### config.mk
export PLATFORM = sky130hd
export DESIGN_NAME = ordered_unique_list_table
export DESIGN_NICKNAME = d
export VERILOG_FILES = /design/src/sv/oult_pkg.sv /design/src/sv/oult_cell.sv /design/src/sv/ordered_unique_list_table.sv
export SDC_FILE = /design/constraint.sdc
export NUM_CORES = 2
export LEC_CHECK = 0
export ABC_AREA = 1
export ABC_CLOCK_PERIOD_IN_PS = 12500
export BUFFER_PORTS_ARGS = -buffer_cell sky130_fd_sc_hd__buf_2
export CORE_AREA = 10 10 272 274
export CTS_CLUSTER_DIAMETER = 150
export CTS_CLUSTER_SIZE = 24
export DETAILED_ROUTE_END_ITERATION = 6
export DIE_AREA = 0 0 282 284
export GPL_TIMING_DRIVEN = 1
export PLACE_DENSITY = 0.65
export SYNTH_ARGS = -nofsm -noshare
export SYNTH_HDL_FRONTEND = slang
export SYNTH_SLANG_ARGS = --single-unit
### constraint.sdc
create_clock -name clk -period 12.5 [get_ports clk]
set_clock_uncertainty 0.05 [all_clocks]
set_input_delay 0.625 -clock clk [delete_from_list [all_inputs] [get_ports clk]]
set_output_delay 0.625 -clock clk [all_outputs]
set_load 0.01 [all_outputs]
### src/sv/oult_pkg.sv
`timescale 1ns / 1ps

package oult_pkg;

  localparam int ValueW = 32;
  localparam int PosW   = 5;
  localparam int CountW = 5;

  typedef enum logic [1:0] {
    CMD_LOOKUP = 2'd0,
    CMD_INSERT = 2'd1,
    CMD_REMOVE = 2'd2,
    CMD_SPARE  = 2'd3
  } cmd_t;

  typedef enum logic [2:0] {
    STAT_OK       = 3'd0,
    STAT_RANGE    = 3'd1,
    STAT_DUP      = 3'd2,
    STAT_NOTFOUND = 3'd3,
    STAT_FULL     = 3'd4
  } status_t;

  typedef enum logic [1:0] {
    OP_HOLD       = 2'd0,
    OP_LOAD       = 2'd1,
    OP_TAKE_LOWER = 2'd2,
    OP_TAKE_UPPER = 2'd3
  } cell_op_t;

  typedef enum logic [1:0] {
    S_IDLE  = 2'd0,
    S_MATCH = 2'd1,
    S_APPLY = 2'd2
  } state_t;

endpackage

### src/sv/oult_cell.sv
`timescale 1ns / 1ps

module oult_cell (
  input  logic                          clk,
  input  oult_pkg::cell_op_t            op,
  input  logic [oult_pkg::ValueW-1:0]   key,
  input  logic [oult_pkg::ValueW-1:0]   lower_val,
  input  logic [oult_pkg::ValueW-1:0]   upper_val,
  input  logic                          in_list,
  output logic [oult_pkg::ValueW-1:0]   entry,
  output logic                          match
);

  logic [oult_pkg::ValueW-1:0] entry_r;
  logic [oult_pkg::ValueW-1:0] entry_nxt;
  logic                        match_r;

  always_comb begin
    unique case (op)
      oult_pkg::OP_HOLD:       entry_nxt = entry_r;
      oult_pkg::OP_LOAD:       entry_nxt = key;
      oult_pkg::OP_TAKE_LOWER: entry_nxt = lower_val;
      oult_pkg::OP_TAKE_UPPER: entry_nxt = upper_val;
      default:                 entry_nxt = entry_r;
    endcase
  end

  // Entries above the fill level may hold stale data, so they never match.
  always_ff @(posedge clk) begin
    entry_r <= entry_nxt;
    match_r <= in_list && (entry_r == key);
  end

  assign entry = entry_r;
  assign match = match_r;

endmodule

### src/sv/ordered_unique_list_table.sv
`timescale 1ns / 1ps
// Ordered list of distinct 32-bit values held in a row of CAPACITY cells.
// Input channel in_*: one word per command (lookup, insert at position,
// remove by value). Output channel out_*: one result word per command with
// status, whether the value was present beforehand, and the entry count.
// A command goes through two steps inside the block: in the first every cell
// compares its entry with the value and registers a hit; in the second the
// hits are reduced to a slot index, the command is decided, and the affected
// cells shift or load together while the result goes to the output register.
// The result is registered. A new command is accepted in the same cycle as the
// previous one is applied, but not during its compare step. The compare/apply
// loop keeps commands apart: each command must see the list left by the one
// before.
// Reset (rst_n low, synchronous) empties the list and drops any pending
// result. If the receiver stalls, the result waits in the output register;
// the next command is taken in, compared, and then holds in its apply cycle
// until the output register is free, with in_tready low meanwhile.

module ordered_unique_list_table #(
  parameter int CAPACITY = 16
) (
  input  logic        clk,
  input  logic        rst_n,
  input  logic        in_tvalid,
  output logic        in_tready,
  input  logic [39:0] in_tdata,   // cmd[1:0], position[6:2], item_value[38:7], zero pad
  output logic        out_tvalid,
  input  logic        out_tready,
  output logic [15:0] out_tdata   // status[2:0], was_present[3], entry_count[8:4], zero pad
);

  localparam int IW = (CAPACITY > 1) ? $clog2(CAPACITY) : 1;
  localparam int CW = $clog2(CAPACITY + 1);
  localparam int PW = (CW > oult_pkg::PosW) ? CW : oult_pkg::PosW;
  localparam int EW = (CW > oult_pkg::CountW) ? CW : oult_pkg::CountW;

  oult_pkg::state_t state_r, state_nxt;

  logic [1:0]                  cmd_r;
  logic [oult_pkg::PosW-1:0]   pos_r;
  logic [oult_pkg::ValueW-1:0] val_r;
  logic [CW-1:0]               occ_r, occ_nxt;
  logic                        out_valid_r, out_valid_nxt;
  logic [15:0]                 out_tdata_r;

  logic in_acc;
  logic apply_go;

  logic [oult_pkg::ValueW-1:0] entry   [CAPACITY];
  logic [CAPACITY-1:0]         match;
  oult_pkg::cell_op_t          cell_op [CAPACITY];

  logic                 present;
  logic [IW-1:0]        slot;
  logic                 pos_bad;
  logic                 full;
  logic                 do_ins;
  logic                 do_rem;
  oult_pkg::status_t    status;
  logic [EW-1:0]        count_wide;

  assign in_acc = in_tvalid && in_tready;

  // ---------------------------------------------------------------- FSM
  always_comb begin
    in_tready = 1'b0;
    apply_go  = 1'b0;
    unique case (state_r)
      oult_pkg::S_IDLE:  in_tready = 1'b1;
      oult_pkg::S_MATCH: in_tready = 1'b0;
      oult_pkg::S_APPLY: begin
        apply_go  = !out_valid_r || out_tready;
        in_tready = apply_go;
      end
      default: in_tready = 1'b0;
    endcase
  end

  always_comb begin
    state_nxt = state_r;
    unique case (state_r)
      oult_pkg::S_IDLE: begin
        if (in_acc) state_nxt = oult_pkg::S_MATCH;
      end
      oult_pkg::S_MATCH: state_nxt = oult_pkg::S_APPLY;
      oult_pkg::S_APPLY: begin
        if (apply_go) state_nxt = in_acc ? oult_pkg::S_MATCH : oult_pkg::S_IDLE;
      end
      default: state_nxt = oult_pkg::S_IDLE;
    endcase
  end

  // ---------------------------------------------------------- decision
  always_comb begin
    slot = '0;
    for (int k = 0; k < CAPACITY; k++) begin
      if (match[k]) slot = slot | IW'(k);
    end
  end

  assign present = |match;
  assign pos_bad = PW'(pos_r) > PW'(occ_r);
  assign full    = occ_r == CW'(CAPACITY);

  always_comb begin
    do_ins = 1'b0;
    do_rem = 1'b0;
    status = present ? oult_pkg::STAT_OK : oult_pkg::STAT_NOTFOUND;
    if (cmd_r == oult_pkg::CMD_INSERT) begin
      priority if (pos_bad) begin
        status = oult_pkg::STAT_RANGE;
      end else if (present) begin
        status = oult_pkg::STAT_DUP;
      end else if (full) begin
        status = oult_pkg::STAT_FULL;
      end else begin
        status = oult_pkg::STAT_OK;
        do_ins = apply_go;
      end
    end else if (cmd_r == oult_pkg::CMD_REMOVE) begin
      do_rem = present && apply_go;
    end
  end

  always_comb begin
    occ_nxt = occ_r;
    if (do_ins) occ_nxt = occ_r + CW'(1);
    else if (do_rem) occ_nxt = occ_r - CW'(1);
  end

  // The reported count wraps modulo 32 when the capacity is large.
  assign count_wide = EW'(occ_nxt);

  // ------------------------------------------------------------- cells
  for (genvar k = 0; k < CAPACITY; k++) begin : g_cell
    logic [oult_pkg::ValueW-1:0] lower_val;
    logic [oult_pkg::ValueW-1:0] upper_val;

    if (k == 0) begin : g_first
      assign lower_val = entry[k];
    end else begin : g_mid_lo
      assign lower_val = entry[k-1];
    end

    if (k == CAPACITY - 1) begin : g_last
      assign upper_val = entry[k];
    end else begin : g_mid_hi
      assign upper_val = entry[k+1];
    end

    always_comb begin
      cell_op[k] = oult_pkg::OP_HOLD;
      if (do_ins) begin
        priority if (PW'(k) == PW'(pos_r)) cell_op[k] = oult_pkg::OP_LOAD;
        else if (PW'(k) > PW'(pos_r))      cell_op[k] = oult_pkg::OP_TAKE_LOWER;
        else                               cell_op[k] = oult_pkg::OP_HOLD;
      end else if (do_rem) begin
        if (IW'(k) >= slot) cell_op[k] = oult_pkg::OP_TAKE_UPPER;
      end
    end

    oult_cell u_cell (
      .clk       (clk),
      .op        (cell_op[k]),
      .key       (val_r),
      .lower_val (lower_val),
      .upper_val (upper_val),
      .in_list   (CW'(k) < occ_r),
      .entry     (entry[k]),
      .match     (match[k])
    );
  end

  // --------------------------------------------------------- registers
  always_comb begin
    out_valid_nxt = out_valid_r;
    if (apply_go) out_valid_nxt = 1'b1;
    else if (out_tready) out_valid_nxt = 1'b0;
  end

  always_ff @(posedge clk) begin
    if (!rst_n) begin
      state_r     <= oult_pkg::S_IDLE;
      occ_r       <= '0;
      out_valid_r <= 1'b0;
    end else begin
      state_r     <= state_nxt;
      occ_r       <= occ_nxt;
      out_valid_r <= out_valid_nxt;
    end
  end

  always_ff @(posedge clk) begin
    if (in_acc) begin
      cmd_r <= in_tdata[1:0];
      pos_r <= in_tdata[6:2];
      val_r <= in_tdata[38:7];
    end
    if (apply_go) begin
      out_tdata_r <= {7'd0, count_wide[oult_pkg::CountW-1:0], present, status};
    end
  end

  assign out_tvalid = out_valid_r;
  assign out_tdata  = out_tdata_r;

  // -------------------------------------------------------- assertions
  a_occ_bound: assert property (@(posedge clk) disable iff (!rst_n)
    occ_r <= CW'(CAPACITY))
    else $error("entry count above capacity");

  a_unique_hit: assert property (@(posedge clk) disable iff (!rst_n)
    state_r == oult_pkg::S_APPLY |-> $onehot0(match))
    else $error("value found in more than one cell");

  a_match_then_apply: assert property (@(posedge clk) disable iff (!rst_n)
    state_r == oult_pkg::S_MATCH |=> state_r == oult_pkg::S_APPLY)
    else $error("compare cycle not followed by apply");

  a_occ_only_on_apply: assert property (@(posedge clk) disable iff (!rst_n)
    !apply_go |=> $stable(occ_r))
    else $error("entry count changed outside apply");

  a_no_accept_in_match: assert property (@(posedge clk) disable iff (!rst_n)
    state_r == oult_pkg::S_MATCH |-> !in_tready)
    else $error("word accepted during compare cycle");

endmodule

Word-level counts from Yosys, hierarchy flattened
Cells that the tools add are included.
{"block": "totals", "inputBits": 44, "out_inout_bits": 18, "regBits": 584}
{"block": "classes", "eq_ne": 86, "n_lt_le_gt_ge": 49, "n_addsub": 2, "n_reduce_logical": 43, "mux": 132}
{"op": "case mux 32 bit (3 select lines)", "count": 14}
{"op": "equality test 32 bit", "count": 16}
{"op": "two-way mux 2 bit", "count": 85}
{"op": "case mux 32 bit (2 select lines)", "count": 2}
{"op": "equality test 2 bit, second input constant", "count": 34}
{"op": "equality test 4 x 5 -> 1 bit, first input constant", "count": 8}
{"op": "> comparator 4 x 5 -> 1 bit, first input constant", "count": 8}
{"op": "less-than comparator 4 x 5 -> 1 bit, first input constant", "count": 8}
{"op": "equality test 2 x 1 -> 1 bit, second input constant", "count": 18}
{"op": "logical NOT 2 bit", "count": 17}
{"op": "greater-or-equal comparator 4 bit, first input constant", "count": 8}
{"op": "two-way mux 4 bit", "count": 8}
{"op": "two-way mux 3 bit", "count": 8}
{"op": "equality test 3 x 5 -> 1 bit, first input constant", "count": 4}
{"op": "> comparator 3 x 5 -> 1 bit, first input constant", "count": 4}
{"op": "less-than comparator 3 x 5 -> 1 bit, first input constant", "count": 4}
{"op": "logical AND 1 bit", "count": 18}
{"op": "greater-or-equal comparator 3 x 4 -> 1 bit, first input constant", "count": 4}
{"op": "OR reduction 16 bit", "count": 1}
{"op": "two-way mux 1 bit", "count": 11}
{"op": "equality test 2 x 5 -> 1 bit, first input constant", "count": 2}
{"op": "> comparator 1 x 5 -> 1 bit, first input constant", "count": 2}
{"op": "> comparator 2 x 5 -> 1 bit, first input constant", "count": 2}
{"op": "less-than comparator 1 x 5 -> 1 bit, first input constant", "count": 2}
{"op": "18 further kinds", "count": 24}

Depth between registers and ports, before layout
{"block": "depth", "word_depth": 21, "depth_mapped": 18, "depth_no_buf": 14}

Cells and area by module
A second synthesis with hierarchy kept.
{"block": "unflattened", "cells_unflattened": 5073, "area_unflattened_um2": 38618.3}
{"mod": "oult_cell (g_cell[0].u_cell ...)", "n_inst": 15, "cells_per_inst": 297, "area_per_inst_um2": 2227.1, "seq_area_each_um2": 980.9}
{"mod": "ordered_unique_list_table", "n_inst": 1, "cells_per_inst": 325, "area_per_inst_um2": 2996.6, "seq_area_each_um2": 1601.5}
{"mod": "oult_cell (g_cell[9].u_cell)", "n_inst": 1, "cells_per_inst": 293, "area_per_inst_um2": 2214.6, "seq_area_each_um2": 980.9}

Worst setup path after synthesis
Ideal clock, no wire load.
{"block": "synth_timing", "path_type": "register -> register", "startpoint": "register pos_r[0] (netlist bit)", "endpoint": "register g_cell[0].u_cell.entry_r (netlist bit g_cell[0].u_cell.entry[0]) (enable)", "required_time_ns": 11.980, "n_path_buf": 3, "arrival_time_ns": 4.466, "setup_time_ns": 0.470, "slack_ns": 7.514, "stages_incl_launch_ff": 14, "path_cell_list": "edfxtp_1 -> buf_2 -> inv_1 -> clkbuf_1 -> buf_1 -> ha_1 -> inv_1 -> nand2_1 -> nand3_1 -> nand2_1 -> nand2_1 -> nor2_8 -> nand2_2 -> o31ai_1"}
{"block": "synth_via", "elab_chain_cells": 6, "elab_cells_between_ends": 11}
{"item": "start: declaration", "line": "ordered_unique_list_table.sv:40", "rtl": "logic [oult_pkg::PosW-1:0] pos_r;"}
{"item": "start signal: assignment", "line": "ordered_unique_list_table.sv:196", "rtl": "pos_r <= in_tdata[6:2];"}
{"item": "> comparator 5 bit or > comparator 1 x 5 -> 1 bit (tied branches)", "line": "ordered_unique_list_table.sv:102, ordered_unique_list_table.sv:155"}
{"item": "two-way mux 1 bit or two-way mux 2 bit (tied branches)", "line": "ordered_unique_list_table.sv:110, ordered_unique_list_table.sv:155"}
{"item": "two-way mux 1 bit or two-way mux 2 bit (tied branches)", "line": "ordered_unique_list_table.sv:109, ordered_unique_list_table.sv:154"}
{"item": "two-way mux 2 bit *", "line": "ordered_unique_list_table.sv:153", "rtl": "if (do_ins) begin"}
{"item": "equality test 2 bit or logical NOT 2 bit (tied branches)", "line": "oult_cell.sv:19", "rtl": "unique case (op)"}
{"item": "OR reduction 2 bit (no line) *"}
{"item": "end signal: assignment", "line": "oult_cell.sv:30", "rtl": "entry_r <= entry_nxt;"}
{"item": "end: declaration", "line": "oult_cell.sv:14", "rtl": "logic [oult_pkg::ValueW-1:0] entry_r;"}
Every way passes the cells marked *; elsewhere a longest branch is shown, timed or not.
A chain may end at the register's enable or synchronous reset.

Final worst setup path
{"block": "layout_timing", "startpoint": "register pos_r[0] (netlist bit)", "endpoint": "register g_cell[7].u_cell.entry_r (netlist bit g_cell[7].u_cell.entry[30]), data pin"}
{"block": "layout_via", "elab_chain_cells": 6, "elab_cells_between_ends": 12}
{"item": "> comparator 5 bit or > comparator 3 x 5 -> 1 bit (tied branches)", "line": "ordered_unique_list_table.sv:102, ordered_unique_list_table.sv:155"}
{"item": "two-way mux 1 bit or two-way mux 2 bit (tied branches)", "line": "ordered_unique_list_table.sv:110, ordered_unique_list_table.sv:155"}
{"item": "two-way mux 1 bit or two-way mux 2 bit (tied branches)", "line": "ordered_unique_list_table.sv:109, ordered_unique_list_table.sv:154"}
{"item": "two-way mux 2 bit *", "line": "ordered_unique_list_table.sv:153"}
{"item": "equality test 2 bit or equality test 2 x 1 -> 1 bit (tied branches)", "line": "oult_cell.sv:19"}
{"item": "case mux 32 bit (3 select lines) *", "line": "oult_cell.sv:19"}
{"item": "net g_cell[7].u_cell.entry_nxt, one bit", "line": "oult_cell.sv:15", "rtl": "logic [oult_pkg::ValueW-1:0] entry_nxt;"}
{"item": "end signal: assignment", "line": "oult_cell.sv:30"}
{"item": "end: declaration", "line": "oult_cell.sv:14"}
The timed path passes the listed nets; every way through them passes the cells marked *.

==> summary.md <==
| Metric | Value |
|---|---|
| Clock transition at path regs | `between 100 and 150 ps` |
| Routed length per placed instance | `between 20 and 30 um` |
| Clock Sinks | `584` |
| Flop-to-flop setup slack | `about 7500 ps` |
| Post-Synth Simple-Gate Area | `33.2%` |
| Power Total | `around 3.8 mW` |
| Antenna-violating nets left | `0` |
| Dominant cells by area after synthesis | `edfxtp_1, nand2_1, nand3_1` |
| Main combinational cell family by area after synthesis | `simple AND/OR/NAND/NOR gates` |
| Placed Instance Area | `between 0.03 and 0.04 mm2` |
| Top-area cell type share of the netlist area | `47.5%` |
| Area growth syn-to-layout | `4.70%` |
| Drt pass-1 iters | `6` |
| Crit start category | `register` |
| Place WS | `around 7700 ps` |
| Final design utilization | `54.2%` |
| Worst vdd ir | `about 120 uV` |
| Mapped Area | `0.0354 mm2` |
| Post-synthesis xor/xnor area fraction | `about 5.8%` |
| Final setup margin | `between 7000 and 8000 ps` |
| Fmax | `approximately 0.20 GHz` |
| Cell variety after synth | `49` |
| Worst Path Buf+Inv | `7` |
| R2r startpoint | `pos_r[0]` |
| Delay-heaviest family, CP | `buffers and inverters` |
| Post-synth EDFFs | `560` |
| CP Data Required Time | `12970 ps` |
| Worst Hold Class | `primary input to register` |
| Nets | `around 4200` |
| Worst path cell trace | `inv_1 > buf_4 > ha_1 > inv_1 > nand2_1 > nand3_1 > a21oi_1 > nand2_1 > inv_2 > buf_4 > nand2_1 > buf_4 > inv_1 > nand2_1 > nand3_1` |
| Starting density of the core | `about half` |
| Actual slew at the worst max-slew pin | `1240 ps` |
| CTS Buf Count | `28` |
| Crit path from | `pos_r[0]` |
| # setup viols final | `0` |
| Crit-path most repeated cell | `nand2_1` |
| Synthesized-area fraction occupied by adder cells | `less than 1%` |
| Layout cell share with drive strength beyond 1 | `between 8 and 9%` |
| GP Congestion | `approximately 0.98` |
| Critical Path AT | `5460 ps` |
| Hold Vio Cnt, Final | `0` |
| 1st-iter DRT viols | `roughly 5500` |
| Async set or reset register ratio after synthesis | `0%` |
| Tmin final | `between 4000 and 5000 ps` |
| CTS root buf | `clkbuf_16` |
| Crit. path cell count | `15` |
| Post-synthesis compound-gate area fraction | `about 6.0%` |
| Die Width | `between 200 and 300 um` |
| R2R Path End | `g_cell[7].u_cell.entry[30]` |
| Largest net degree at the start of global routing | `66` |
| Slowest stage delay, CP | `around 860 ps` |
| Mean Syn Cell Area | `about 8.2 um2` |
| DR vias/cell | `between 6 and 7` |
| Crit path capture | `g_cell[7].u_cell.entry[30]` |
| Slew Limit Fails | `0` |
| Postcts setup bufs | `0` |
| Synth Warn # | `0` |
| Hold buffer count at cts | `0` |
| Area leader, netlist | `edfxtp_1` |
| Leak pwr | `13.8 nW` |
| Mux cell area share after synthesis | `0%` |
| #FFs+latches synth | `about 580` |
| Total congestion overflow | `0` |
| First-pass GRT wire length | `210000 um` |
| CTS tree | `built` |
| Syn Inst Count | `approximately 4300` |
| DRC Markers | `0` |
| Number of global-route vias before repair | `30699` |
| IO Port Bufs | `53` |
| Clk_lat worst skew | `660 ps` |
| WL final | `147000 um` |
| CTS H-tree depth | `1` |
| Worst reg2reg path depth | `15` |
| Tot GR Track Use | `between 30% and 40%` |
| CP Capture Type | `register` |
| Die ar. | `0.0801 mm2` |
| Io pins | `62` |
| Clk buf depth | `3` |
| Sequential fraction of the synthesis area | `about half` |
| CP max FO | `65` |
| Critical path's slowest cell | `inv_1` |
| Final instance area | `about 0.037 mm2` |
| CP Class | `register to register` |
| Initial antenna violation count | `1` |
| Status | `complete, no violations` |
| Final period util | `39.9%` |
| Row count | `96` |
| Final setup TNS | `0 ps` |
| Routed via count | `between 30000 and 40000` |
| Die Y-Extent | `284 um` |
| DP Wirelength | `98500 um` |
| Headroom to the max-slew limit | `approximately 17%` |
| Post_cts resized | `0` |
| RSZ-0062 raised after global routing | `false` |
| Pwr Density | `104 mW/mm2` |
| Max Cap Viol | `0` |
| Total core area | `between 0.06 and 0.07 mm2` |
| Main flop type after synthesis | `edfxtp_1` |
[layer usage]
| layer | routed length (um) | vias up | track usage (%) |
|---|---|---|---|
| met3 | 19700 | 573 | 7.75 |
| li1 | - | 14430 | - |
| met2 | 62600 | 2658 | 52.4 |
| met4 | 12000 | 0 | 23.8 |
| met5 | 0 | - | 0 |
| met1 | 52300 | 15643 | 46.4 |
[flip-flops by register name (all words and copies together) (netlist names)]
signal / cells
val_r: 32
pos_r: 5
out_tvalid: 1
state_r: 2
g_cell.u_cell.match: 16
g_cell.u_cell.entry: 512
out_tdata: 9
cmd_r: 2
occ_r: 5
[cells in the mapped netlist (3+ instances only)]
| cell | instances |
|---|---|
| a211oi_1 | 14 |
| a21oi_1 | 33 |
| a21oi_2 | 3 |
| a221oi_1 | 51 |
| a22o_1 | 26 |
| buf_1 | 27 |
| buf_2 | 124 |
| buf_4 | 13 |
| clkbuf_1 | 159 |
| clkinv_1 | 24 |
| dfxtp_1 | 24 |
| edfxtp_1 | 560 |
| ha_1 | 9 |
| inv_1 | 136 |
| inv_2 | 6 |
| nand2_1 | 1463 |
| nand2_2 | 6 |
| nand3_1 | 735 |
| nand3b_1 | 7 |
| nand4_1 | 134 |
| nor2_1 | 163 |
| nor2_2 | 6 |
| nor2_8 | 3 |
| nor3_1 | 7 |
| nor4_1 | 25 |
| o2111ai_1 | 5 |
| o211ai_1 | 3 |
| o21ai_0 | 121 |
| o21ai_1 | 9 |
| o21ai_2 | 6 |
| o22ai_1 | 53 |
| or2_2 | 102 |
| xnor2_1 | 156 |
| xor2_1 | 80 |
[worst min-delay path by stage]
| stage | to | slack (ps) | from | depth (start not counted) |
|---|---|---|---|---|
| finish | pos_r[3] | 90 | in_tdata[5] | 1 |
| global placement | state_r[1] | 400 | state_r[1] | 1 |
| CTS | pos_r[3] | 80 | in_tdata[5] | 1 |
| floorplan | state_r[1] | 390 | state_r[0] | 1 |
| global route | pos_r[3] | 90 | in_tdata[5] | 1 |
| detailed placement | state_r[1] | 410 | state_r[1] | 1 |
[cell families after synthesis]
logic type,Yosys count
AND/OR/NAND/NOR,2663
other,1
buffers and inverters,490
AO/OA/AOI/OAI,329
adder cells (fa/ha/maj),9
XOR/XNOR,236
flip-flops,584
[cell usage in the layout, fill, tap and decap left out, types with 29 or more instances in the layout]
cell / synthesis / layout
o21ai_0: 121 / 120
nand2_1: 1463 / 1462
inv_1: 136 / 135
buf_2: 124 / 53
or2_2: 102 / 102
clkbuf_16: 0 / 29
nor2_1: 163 / 157
a21oi_1: 33 / 33
a221oi_1: 51 / 51
edfxtp_1: 560 / 560
buf_4: 13 / 100
nand3_1: 735 / 735
xor2_1: 80 / 80
xnor2_1: 156 / 156
nand4_1: 134 / 134
o22ai_1: 53 / 52
[layout make-up]
class,instances,area [um2]
multi-input cells,3244,16200
clock inverters,1,16.3
well taps,882,1100
inverters,166,623
fillers,6463,31300
clock buffers,51,808
diodes,1,2.50
flip-flops and latches,584,17300
repair buffers,153,1020
[report_power, final]
| group | leakage (nW) | total [mW] | internal, mW | switching [mW] |
|---|---|---|---|---|
| Sequential | 5.25 | 2.19 | 2.17 | 0.0138 |
| Clock | 0.391 | 1.12 | 0.444 | 0.672 |
| Combinational | 8.18 | 0.533 | 0.152 | 0.381 |
[metrics by stage]
| stage | hold slack [ps] | cells |
|---|---|---|
| 3_5_place_dp | 409 | 5029 |
| 5_1_grt | 88.4 | 5081 |
| 4_1_cts | 84.1 | 5081 |
| 6_report | 91.7 | 5082 |
| 2_1_floorplan | 386 | 4318 |
| 3_3_place_gp | 401 | 5029 |
(Power assumes the default switching activity.)
